==> src/tssfl_pkg.sv <==
package tssfl_pkg;

	localparam int POOL_DEPTH_DEF = 32;
	localparam int NUM_STACKS_DEF = 3;
	localparam int DATA_WIDTH_DEF = 32;

	localparam int REQ_TYPE_W = 2;
	localparam int STACK_ID_W = 2;
	localparam int VALUE_W    = 32;
	localparam int STATUS_W   = 2;
	localparam int DEPTH_W    = 6;

	localparam logic [REQ_TYPE_W-1:0] REQ_PUSH = 2'd0;
	localparam logic [REQ_TYPE_W-1:0] REQ_POP  = 2'd1;
	localparam logic [REQ_TYPE_W-1:0] REQ_PEEK = 2'd2;

	localparam logic [STATUS_W-1:0] STAT_OK       = 2'd0;
	localparam logic [STATUS_W-1:0] STAT_OVERFLOW = 2'd1;
	localparam logic [STATUS_W-1:0] STAT_EMPTY    = 2'd2;

	typedef struct packed {
		logic [REQ_TYPE_W-1:0]    req_type;
		logic [STACK_ID_W-1:0]    stack_id;
		logic signed [VALUE_W-1:0] push_value;
	} req_t;

	typedef struct packed {
		logic [STATUS_W-1:0]       status;
		logic signed [VALUE_W-1:0] top_value;
		logic [DEPTH_W-1:0]        stack_depth;
		logic                      stack_empty;
		logic [DEPTH_W-1:0]        free_slots;
	} rsp_t;

	typedef struct packed {
		logic init_wr;
		logic accept;
		logic commit;
	} ctrl_cmd_t;

	typedef struct packed {
		logic init_last;
		logic out_busy;
	} ctrl_sts_t;

endpackage

==> src/tssfl_ram.sv <==
module tssfl_ram #(
	parameter int WIDTH = 8,
	parameter int DEPTH = 32
) (
	input  logic                     clk,
	input  logic                     we,
	input  logic [$clog2(DEPTH)-1:0] waddr,
	input  logic [WIDTH-1:0]         wdata,
	input  logic                     re,
	input  logic [$clog2(DEPTH)-1:0] raddr,
	output logic [WIDTH-1:0]         rdata
);

	logic [WIDTH-1:0] mem_q [DEPTH];
	logic [WIDTH-1:0] rdata_q;

	always_ff @(posedge clk) begin
		if (we) begin
			mem_q[waddr] <= wdata;
		end
		if (re) begin
			rdata_q <= mem_q[raddr];
		end
	end

	assign rdata = rdata_q;

endmodule

==> src/tssfl_ctrl.sv <==
module tssfl_ctrl (
	input  logic                  clk,
	input  logic                  arst_n,
	input  logic                  req_valid,
	output logic                  req_ready,
	input  tssfl_pkg::ctrl_sts_t  sts,
	output tssfl_pkg::ctrl_cmd_t  cmd
);
	import tssfl_pkg::*;

	localparam logic [1:0] ST_INIT = 2'd0;
	localparam logic [1:0] ST_IDLE = 2'd1;
	localparam logic [1:0] ST_EXEC = 2'd2;

	logic [1:0] state_q;
	logic [1:0] state_nx;

	always_comb begin
		state_nx    = state_q;
		cmd.init_wr = 1'b0;
		cmd.accept  = 1'b0;
		cmd.commit  = 1'b0;
		req_ready   = 1'b0;
		case (state_q)
			ST_INIT: begin
				cmd.init_wr = 1'b1;
				if (sts.init_last) begin
					state_nx = ST_IDLE;
				end
			end
			ST_IDLE: begin
				req_ready  = 1'b1;
				cmd.accept = req_valid;
				if (req_valid) begin
					state_nx = ST_EXEC;
				end
			end
			ST_EXEC: begin
				if (!sts.out_busy) begin
					cmd.commit = 1'b1;
					state_nx   = ST_IDLE;
				end
			end
			default: begin
				state_nx = ST_INIT;
			end
		endcase
	end

	always_ff @(posedge clk or negedge arst_n) begin
		if (!arst_n) begin
			state_q <= ST_INIT;
		end else begin
			state_q <= state_nx;
		end
	end

	a_accept_exec: assert property (@(posedge clk) disable iff (!arst_n)
		cmd.accept |=> (state_q == ST_EXEC) && !req_ready)
		else $error("accepted word did not move to execute");

	a_commit_idle: assert property (@(posedge clk) disable iff (!arst_n)
		cmd.commit |=> (state_q == ST_IDLE))
		else $error("commit did not return to idle");

	a_ready_idle: assert property (@(posedge clk) disable iff (!arst_n)
		(state_q != ST_IDLE) |-> !req_ready)
		else $error("ready raised outside idle");

endmodule

==> src/tssfl_dp.sv <==
module tssfl_dp #(
	parameter int POOL_DEPTH = tssfl_pkg::POOL_DEPTH_DEF,
	parameter int NUM_STACKS = tssfl_pkg::NUM_STACKS_DEF,
	parameter int DATA_WIDTH = tssfl_pkg::DATA_WIDTH_DEF
) (
	input  logic                 clk,
	input  logic                 arst_n,
	input  tssfl_pkg::req_t      req,
	output tssfl_pkg::rsp_t      rsp,
	output logic                 rsp_valid,
	input  logic                 rsp_ready,
	input  tssfl_pkg::ctrl_cmd_t cmd,
	output tssfl_pkg::ctrl_sts_t sts
);
	import tssfl_pkg::*;

	localparam int AW  = $clog2(POOL_DEPTH);
	localparam int CW  = $clog2(POOL_DEPTH + 1);
	localparam int SIW = (NUM_STACKS > 1) ? $clog2(NUM_STACKS) : 1;
	localparam int RW  = DATA_WIDTH + AW;

	req_t                  req_q;
	logic [SIW-1:0]        sidx_in;
	logic                  sid_ok_in;
	logic [SIW-1:0]        sidx_q;
	logic                  sid_ok_q;

	logic [AW-1:0]         head_q [NUM_STACKS];
	logic [CW-1:0]         cnt_q  [NUM_STACKS];
	logic [DATA_WIDTH-1:0] top_q  [NUM_STACKS];
	logic [AW-1:0]         sel_head_q;
	logic [CW-1:0]         sel_cnt_q;
	logic [DATA_WIDTH-1:0] sel_top_q;
	logic [AW-1:0]         free_head_q;
	logic [CW-1:0]         free_cnt_q;
	logic [AW-1:0]         clr_q;

	logic                  ram_we;
	logic [AW-1:0]         ram_waddr;
	logic [RW-1:0]         ram_wdata;
	logic [AW-1:0]         ram_raddr;
	logic [RW-1:0]         ram_rdata;
	logic [AW-1:0]         rd_link;
	logic [DATA_WIDTH-1:0] rd_below;

	logic                  is_push;
	logic                  is_pop;
	logic                  do_push;
	logic                  do_pop;
	logic [STATUS_W-1:0]   status_nx;
	logic [CW-1:0]         cnt_nx;
	logic [CW-1:0]         free_nx;
	logic [DATA_WIDTH-1:0] top_nx;
	logic [63:0]           pv_ext;
	logic [63:0]           top_ext;
	logic [31:0]           depth_ext;
	logic [31:0]           free_ext;
	logic                  empty_nx;
	rsp_t                  rsp_q;
	logic                  rsp_valid_q;
	logic [31:0]           occ_total;

	always_comb begin
		sidx_in   = '0;
		sid_ok_in = 1'b0;
		for (int i = 0; i < NUM_STACKS; i++) begin
			if (int'(req.stack_id) == i) begin
				sidx_in   = SIW'(i);
				sid_ok_in = 1'b1;
			end
		end
	end

	assign ram_raddr = (req.req_type == REQ_PUSH) ? free_head_q : head_q[sidx_in];
	assign rd_link   = ram_rdata[AW-1:0];
	assign rd_below  = ram_rdata[RW-1:AW];

	tssfl_ram #(
		.WIDTH(RW),
		.DEPTH(POOL_DEPTH)
	) u_pool (
		.clk  (clk),
		.we   (ram_we),
		.waddr(ram_waddr),
		.wdata(ram_wdata),
		.re   (cmd.accept),
		.raddr(ram_raddr),
		.rdata(ram_rdata)
	);

	// latch the addressed stack once per word
	always_ff @(posedge clk) begin
		if (cmd.accept) begin
			req_q      <= req;
			sidx_q     <= sidx_in;
			sid_ok_q   <= sid_ok_in;
			sel_head_q <= head_q[sidx_in];
			sel_cnt_q  <= cnt_q[sidx_in];
			sel_top_q  <= top_q[sidx_in];
		end
	end

	assign is_push = (req_q.req_type == REQ_PUSH);
	assign is_pop  = (req_q.req_type == REQ_POP);
	assign do_push = sid_ok_q && is_push && (free_cnt_q != '0);
	assign do_pop  = sid_ok_q && is_pop && (sel_cnt_q != '0);
	assign pv_ext  = 64'($unsigned(req_q.push_value));

	always_comb begin
		cnt_nx  = sel_cnt_q;
		free_nx = free_cnt_q;
		top_nx  = sel_top_q;
		if (do_push) begin
			cnt_nx  = sel_cnt_q + CW'(1);
			free_nx = free_cnt_q - CW'(1);
			top_nx  = pv_ext[DATA_WIDTH-1:0];
		end else if (do_pop) begin
			cnt_nx  = sel_cnt_q - CW'(1);
			free_nx = free_cnt_q + CW'(1);
			top_nx  = rd_below;
		end
		if (!sid_ok_q) begin
			status_nx = STAT_OK;
		end else if (is_push) begin
			status_nx = (free_cnt_q == '0) ? STAT_OVERFLOW : STAT_OK;
		end else begin
			status_nx = (sel_cnt_q == '0) ? STAT_EMPTY : STAT_OK;
		end
	end

	assign empty_nx  = !sid_ok_q || (cnt_nx == '0);
	assign top_ext   = 64'(top_nx);
	assign depth_ext = sid_ok_q ? 32'(cnt_nx) : 32'd0;
	assign free_ext  = 32'(free_nx);

	// link entry i to i-1 during the clearing sweep
	always_comb begin
		ram_we    = 1'b0;
		ram_waddr = clr_q;
		ram_wdata = {{DATA_WIDTH{1'b0}}, (clr_q == '0) ? {AW{1'b0}} : clr_q - AW'(1)};
		if (cmd.init_wr) begin
			ram_we = 1'b1;
		end else if (cmd.commit && do_push) begin
			ram_we    = 1'b1;
			ram_waddr = free_head_q;
			ram_wdata = {sel_top_q, sel_head_q};
		end else if (cmd.commit && do_pop) begin
			ram_we    = 1'b1;
			ram_waddr = sel_head_q;
			ram_wdata = {rd_below, free_head_q};
		end
	end

	always_ff @(posedge clk or negedge arst_n) begin
		if (!arst_n) begin
			for (int i = 0; i < NUM_STACKS; i++) begin
				head_q[i] <= '0;
				cnt_q[i]  <= '0;
			end
			free_head_q <= AW'(POOL_DEPTH - 1);
			free_cnt_q  <= CW'(POOL_DEPTH);
			clr_q       <= '0;
			rsp_valid_q <= 1'b0;
		end else begin
			if (cmd.init_wr) begin
				clr_q <= clr_q + AW'(1);
			end
			if (cmd.commit) begin
				free_cnt_q <= free_nx;
				if (sid_ok_q) begin
					cnt_q[sidx_q] <= cnt_nx;
				end
				if (do_push) begin
					free_head_q    <= rd_link;
					head_q[sidx_q] <= free_head_q;
				end else if (do_pop) begin
					head_q[sidx_q] <= rd_link;
					free_head_q    <= sel_head_q;
				end
				rsp_valid_q <= 1'b1;
			end else if (rsp_ready) begin
				rsp_valid_q <= 1'b0;
			end
		end
	end

	always_ff @(posedge clk) begin
		if (cmd.commit && sid_ok_q) begin
			top_q[sidx_q] <= top_nx;
		end
	end

	always_ff @(posedge clk) begin
		if (cmd.commit) begin
			rsp_q.status      <= status_nx;
			rsp_q.top_value   <= empty_nx ? '0 : $signed(top_ext[VALUE_W-1:0]);
			rsp_q.stack_depth <= depth_ext[DEPTH_W-1:0];
			rsp_q.stack_empty <= empty_nx;
			rsp_q.free_slots  <= free_ext[DEPTH_W-1:0];
		end
	end

	assign rsp           = rsp_q;
	assign rsp_valid     = rsp_valid_q;
	assign sts.init_last = (clr_q == AW'(POOL_DEPTH - 1));
	assign sts.out_busy  = rsp_valid_q && !rsp_ready;

	always_comb begin
		occ_total = 32'(free_cnt_q);
		for (int i = 0; i < NUM_STACKS; i++) begin
			occ_total = occ_total + 32'(cnt_q[i]);
		end
	end

	a_pool_conserved: assert property (@(posedge clk) disable iff (!arst_n)
		occ_total == 32'(POOL_DEPTH))
		else $error("pool entries lost or duplicated");

	a_commit_shows: assert property (@(posedge clk) disable iff (!arst_n)
		cmd.commit |=> rsp_valid_q)
		else $error("committed word not presented");

	a_pop_frees: assert property (@(posedge clk) disable iff (!arst_n)
		(cmd.commit && do_pop) |=> (free_cnt_q == $past(free_cnt_q) + CW'(1)))
		else $error("pop did not return entry to free list");

endmodule

==> src/three_stacks_shared_free_list.sv <==
// Three LIFO stacks over one shared pool of linked entries, with a LIFO free list.
// Request channel (req_valid/req_ready/req): one word per push, pop or peek on a stack.
// Response channel (rsp_valid/rsp_ready/rsp): one word per request, in order, carrying
// status, the addressed stack's top, depth and emptiness, and the free entry count.
// Each accepted request reads the pool when it is accepted and loads its response register
// when it commits in the execute step; rsp_valid rises after that load.
// A request passes an accept step that reads the pool link/value memory, then an execute
// step that updates pointers and loads the response register; req_ready is low in it.
// The response register parts the two sides: while a response waits, the block holds
// the next request in its execute step until the receiver takes the waiting word.
// Reset: all stacks empty, every pool entry free. After reset a clearing sweep writes
// the free-list link of every pool entry; req_ready stays low during it.
// Each pool entry holds its link and the value beneath it; stack tops sit in registers.
module three_stacks_shared_free_list #(
	parameter int POOL_DEPTH = tssfl_pkg::POOL_DEPTH_DEF,
	parameter int NUM_STACKS = tssfl_pkg::NUM_STACKS_DEF,
	parameter int DATA_WIDTH = tssfl_pkg::DATA_WIDTH_DEF
) (
	input  logic            clk,
	input  logic            arst_n,
	input  logic            req_valid,
	output logic            req_ready,
	input  tssfl_pkg::req_t req,
	output logic            rsp_valid,
	input  logic            rsp_ready,
	output tssfl_pkg::rsp_t rsp
);
	import tssfl_pkg::*;

	ctrl_cmd_t cmd;
	ctrl_sts_t sts;

	tssfl_ctrl u_ctrl (
		.clk      (clk),
		.arst_n   (arst_n),
		.req_valid(req_valid),
		.req_ready(req_ready),
		.sts      (sts),
		.cmd      (cmd)
	);

	tssfl_dp #(
		.POOL_DEPTH(POOL_DEPTH),
		.NUM_STACKS(NUM_STACKS),
		.DATA_WIDTH(DATA_WIDTH)
	) u_dp (
		.clk      (clk),
		.arst_n   (arst_n),
		.req      (req),
		.rsp      (rsp),
		.rsp_valid(rsp_valid),
		.rsp_ready(rsp_ready),
		.cmd      (cmd),
		.sts      (sts)
	);

endmodule
==> config.mk <==
export PLATFORM = sky130hd
export DESIGN_NAME = three_stacks_shared_free_list
export DESIGN_NICKNAME = d
export VERILOG_FILES = /design/src/tssfl_pkg.sv /design/src/tssfl_ram.sv /design/src/tssfl_ctrl.sv /design/src/tssfl_dp.sv /design/src/three_stacks_shared_free_list.sv
export SDC_FILE = /design/constraint.sdc
export NUM_CORES = 2
export LEC_CHECK = 0
export ABC_AREA = 1
export ABC_CLOCK_PERIOD_IN_PS = 6550
export BUFFER_PORTS_ARGS = -buffer_cell sky130_fd_sc_hd__buf_2
export CAP_MARGIN = 20
export CORE_MARGIN = 5
export CORE_UTILIZATION = 57
export CTS_BUF_LIST = sky130_fd_sc_hd__clkbuf_4 sky130_fd_sc_hd__clkbuf_8 sky130_fd_sc_hd__clkbuf_16
export CTS_CLUSTER_SIZE = 14
export DETAILED_ROUTE_END_ITERATION = 8
export PLACE_DENSITY = 0.76
export SLEW_MARGIN = 20
export SYNTH_ARGS = -nofsm -noshare
export SYNTH_HDL_FRONTEND = slang
export SYNTH_SLANG_ARGS = --single-unit
==> constraint.sdc <==
create_clock -name clk -period 6.55 [get_ports clk]
set_clock_uncertainty 0.1 [all_clocks]
set_input_delay 0.655 -clock clk [delete_from_list [all_inputs] [get_ports clk]]
set_output_delay 0.655 -clock clk [all_outputs]
set_load 0.01 [all_outputs]
==> out/results.ini <==
[finish]
fin_nets=6083
fin_area_um2=73100
fillers=8292
layout.area.seq_um2=44700
fin_cells=7658
multi_input_area_um2=15900
final_layout_size_suffix_gt1_frac=0.0982
area_growth_pct=11.7

[logic_synthesis]
synth_area_um2=65400
synth-xor-area-share=0.00189
netlist-cell-type-count=47
synthCells=5992
synth_top_family_by_area=simple AND/OR/NAND/NOR gates
postSynthRegisterBits=1496
synth_fa_ha_area_frac=0.00210
synth-simple-area-share=0.206
ys_seq_area_frac=0.683
synth_mux_area_frac=0.000325
synth_compound_area_frac=0.0208
synthArstFlopShare=0.0348
synth-edff-count=1444
avgSynthCellArea_um2=10.9
ys.flop_type=edfxtp_1
synth_warnings=0
synth_fp_nets=6043

[clocking]
htreeDepth=4
cts_hold_buf=36
ctsLongestPathBuffers=3
cts_resized=0
clkTransAtPathRegs_ns=0.06
root_buffer=clkbuf_16
cts_tree=done
cts_inserted_buffers=147
cts.sinks=1496
post_cts_buffers=0
clk_latency_ns=0.75

[worst_setup_path]
cp_top_family=simple AND/OR/NAND/NOR gates
worst-setup-path-type=reg -> reg
cp_max_fo=33
reg2reg_from=u_dp.free_cnt_q[0]$_DFFE_PN0P_
critPathMaxStageDelay_ns=0.85
cp.buffers_inverters=4
arrival_ns=4.79
cp-end-kind=register
startpoint=u_dp.free_cnt_q[0]$_DFFE_PN0P_
slowest_stage=nor2_4
cp.required_ns=6.86
cp_cell_sequence=inv_1, ha_1, inv_1, nor2_1, nand3_1, nand2_4, nor2_4, buf_4, nor2_1, nor2_1, nand3_2, nor2_4, buf_4
crit_top_cell=nor2_1
worst_setup_path_start_kind=register

[sta]
min_period_over_period=0.684
max_slew.worst_pin.slew_ns=1.19
whs_ns=0.0630
fin_crit_ns=4.48
tns_ns=0
fmax_mhz=223
rsz0062_at_grt=false
relSlewSlack=0.205
setup_viol=0
drv_slew=0
hold_viol_final=0

[floorplan]
die_x_um=349
io_pins=89
die_area_um2=122000
start_util=0.573
core_area_um2=114000
row_count=124
die_height_um=349

[detailed_routing]
drtAntennaViolNets=0
dr_total_vias=46100
drcViolationCount=0
routed_wl_um=182000
avgViaCountPerCell=6.02
drt_iter0_markers=6473
drt-pass1-iter-count=8
avgRoutedWirePerCell_um=23.7

[power_and_ir_drop]
power.internal_mw=18.6
power_switching_mw=9.72
p_clk_frac=0.289
seq_power_share=0.434
power_frac_comb=0.277
p_leak_nw=29.9
ir_drop_mv=0.518
power_density_nw_per_um2=388
p_sw_frac=0.343

[global_routing]
grt_max_degree=187
grt_pass1_wl_um=272000
grt-ovfl-total=0
grt_usage=0.292
grt_antenna_before_repair=4
grt_pass1_vias=45300

[flow_run]
cap_violations=0

[placement]
dpl.hpwl_um=99800
gp_congestion=0.887
placed_area_um2=68100
io_buffers=88
place_inst=7358

[status]
status=finished, final reports clean

[min_path]
min_from=req_valid
min_path_type=in -> reg

## sequential cells by signal, indices dropped and copies added, names as in the netlist
signal             cells
u_dp.u_pool.mem_q   1184
u_dp.top_q            96
u_dp.rsp              47
u_dp.u_pool.rdata     37
u_dp.pv_ext           32
u_dp.sel_top_q        32
u_dp.cnt_q            18
u_dp.head_q           15
u_dp.free_cnt_q        6
u_dp.sel_cnt_q         6
u_dp.clr_q             5
u_dp.free_head_q       5
u_dp.sel_head_q        5
u_ctrl.state_q         2
u_dp.req_q             2
u_dp.sidx_q            2
u_dp.rsp_valid         1
u_dp.sid_ok_q          1
## power by group through the flow
stage | Combinational (mW) | Sequential (mW) | Clock [mW]
6_report | 7.84 | 12.3 | 8.19
4_1_cts | 7.69 | 12.3 | 8.20
3_3_place_gp | 7.46 | 12.5 | 0
3_5_place_dp | 7.61 | 12.5 | 0
5_1_grt | 8.40 | 12.4 | 8.63
2_1_floorplan | 4.84 | 12.4 | 0
## area by class of cell
cell class | instances | area share
Sequential cell | 1496 | 0.611
Multi-Input combinational cell | 3074 | 0.217
Clock buffer | 192 | 0.0558
Inverter | 1074 | 0.0553
Timing Repair Buffer | 239 | 0.0277
Tap cell | 1512 | 0.0259
Clock inverter | 67 | 0.00715
Antenna cell | 4 | 0.000137
## worst paths after layout
check | to | slack, ns | cells past startpoint
min reg2reg | u_dp.cnt_q[15]$_DFFE_PN0P_ | 0.38 | 2
max reg2reg | u_dp.u_pool.mem_q[16][9]$_DFFE_PP_ | 2.07 | 13
min | u_ctrl.state_q[0]$_DFFE_PN0P_ | 0.06 | 2
max in group asynchronous | u_dp.clr_q[3]$_DFFE_PN0P_ | 5.32 | 3
max | u_dp.u_pool.mem_q[16][9]$_DFFE_PP_ | 2.07 | 13
min in group asynchronous | u_dp.free_cnt_q[2]$_DFFE_PN0P_ | 0.49 | 3
## per-stage QoR
| stage | total power, mW | setup WS, ns | utilization |
|---|---|---|---|
| 5_1_grt | 29.4 | 1.86 | 0.640 |
| 4_1_cts | 28.2 | 2.07 | 0.640 |
| 2_1_floorplan | 17.3 | 0.279 | - |
| 3_3_place_gp | 19.9 | 1.94 | 0.596 |
| 3_5_place_dp | 20.1 | 1.87 | 0.596 |
| 6_report | 28.3 | 2.07 | 0.640 |
## worst register-to-register path: stages, from the launching register on
cell,delay [ns]
dfrtp_1,0.40
inv_1,0.10
ha_1,0.21
inv_1,0.07
nor2_1,0.05
nand3_1,0.15
nand2_4,0.26
nor2_4,0.18
buf_4,0.43
nor2_1,0.10
nor2_1,0.33
nand3_2,0.47
nor2_4,0.85
buf_4,0.44
## synthesized netlist by cell type, types with 14 or more instances
| library cell | number | area (um2) |
|---|---|---|
| edfxtp_1 | 1444 | 43400 |
| a21oi_1 | 74 | 370 |
| nand3b_1 | 259 | 1940 |
| nor2_2 | 22 | 138 |
| inv_1 | 1056 | 3960 |
| o21ai_0 | 99 | 495 |
| clkbuf_1 | 121 | 454 |
| buf_1 | 58 | 218 |
| a221oi_1 | 29 | 254 |
| buf_2 | 155 | 776 |
| dfrtp_1 | 46 | 1150 |
| nor2_1 | 133 | 499 |
| inv_2 | 18 | 67.6 |
| nand3_1 | 1324 | 6630 |
| nand2_1 | 1037 | 3890 |
| nor2_4 | 14 | 158 |
## routing by layer
metal / global-route usage / vias up / share of wire
met5: 0 / - / 0
met4: 0.156 / 0 / 0.058
met3: 0.0601 / 577 / 0.11
met2: 0.468 / 3066 / 0.47
met1: 0.379 / 22200 / 0.36
li1: - / 20200 / -
## cells in the final DEF (no fill, tap or decap), types with 29 or more instances in the layout
cell and count:
clkbuf_16 149, buf_4 87, nand3_1 1323, dfrtp_1 46
dlygate4sd3_1 36, inv_1 1056, o21ai_4 29, nand3b_1 259
o21ai_0 67, a21oi_1 74, edfxtp_1 1444, buf_2 88
clkbuf_4 38, nor2_1 96, nand2_1 1034, nor2_4 51
## kinds of logic after synthesis
group / after synthesis
flip-flops: 1496
buffers and inverters: 1422
multiplexers: 2
AO/OA/AOI/OAI: 231
adder cells (fa/ha/maj): 11
AND/OR/NAND/NOR: 2818
XOR/XNOR: 12
No activity file was read; power rests on OpenSTA's default activity.
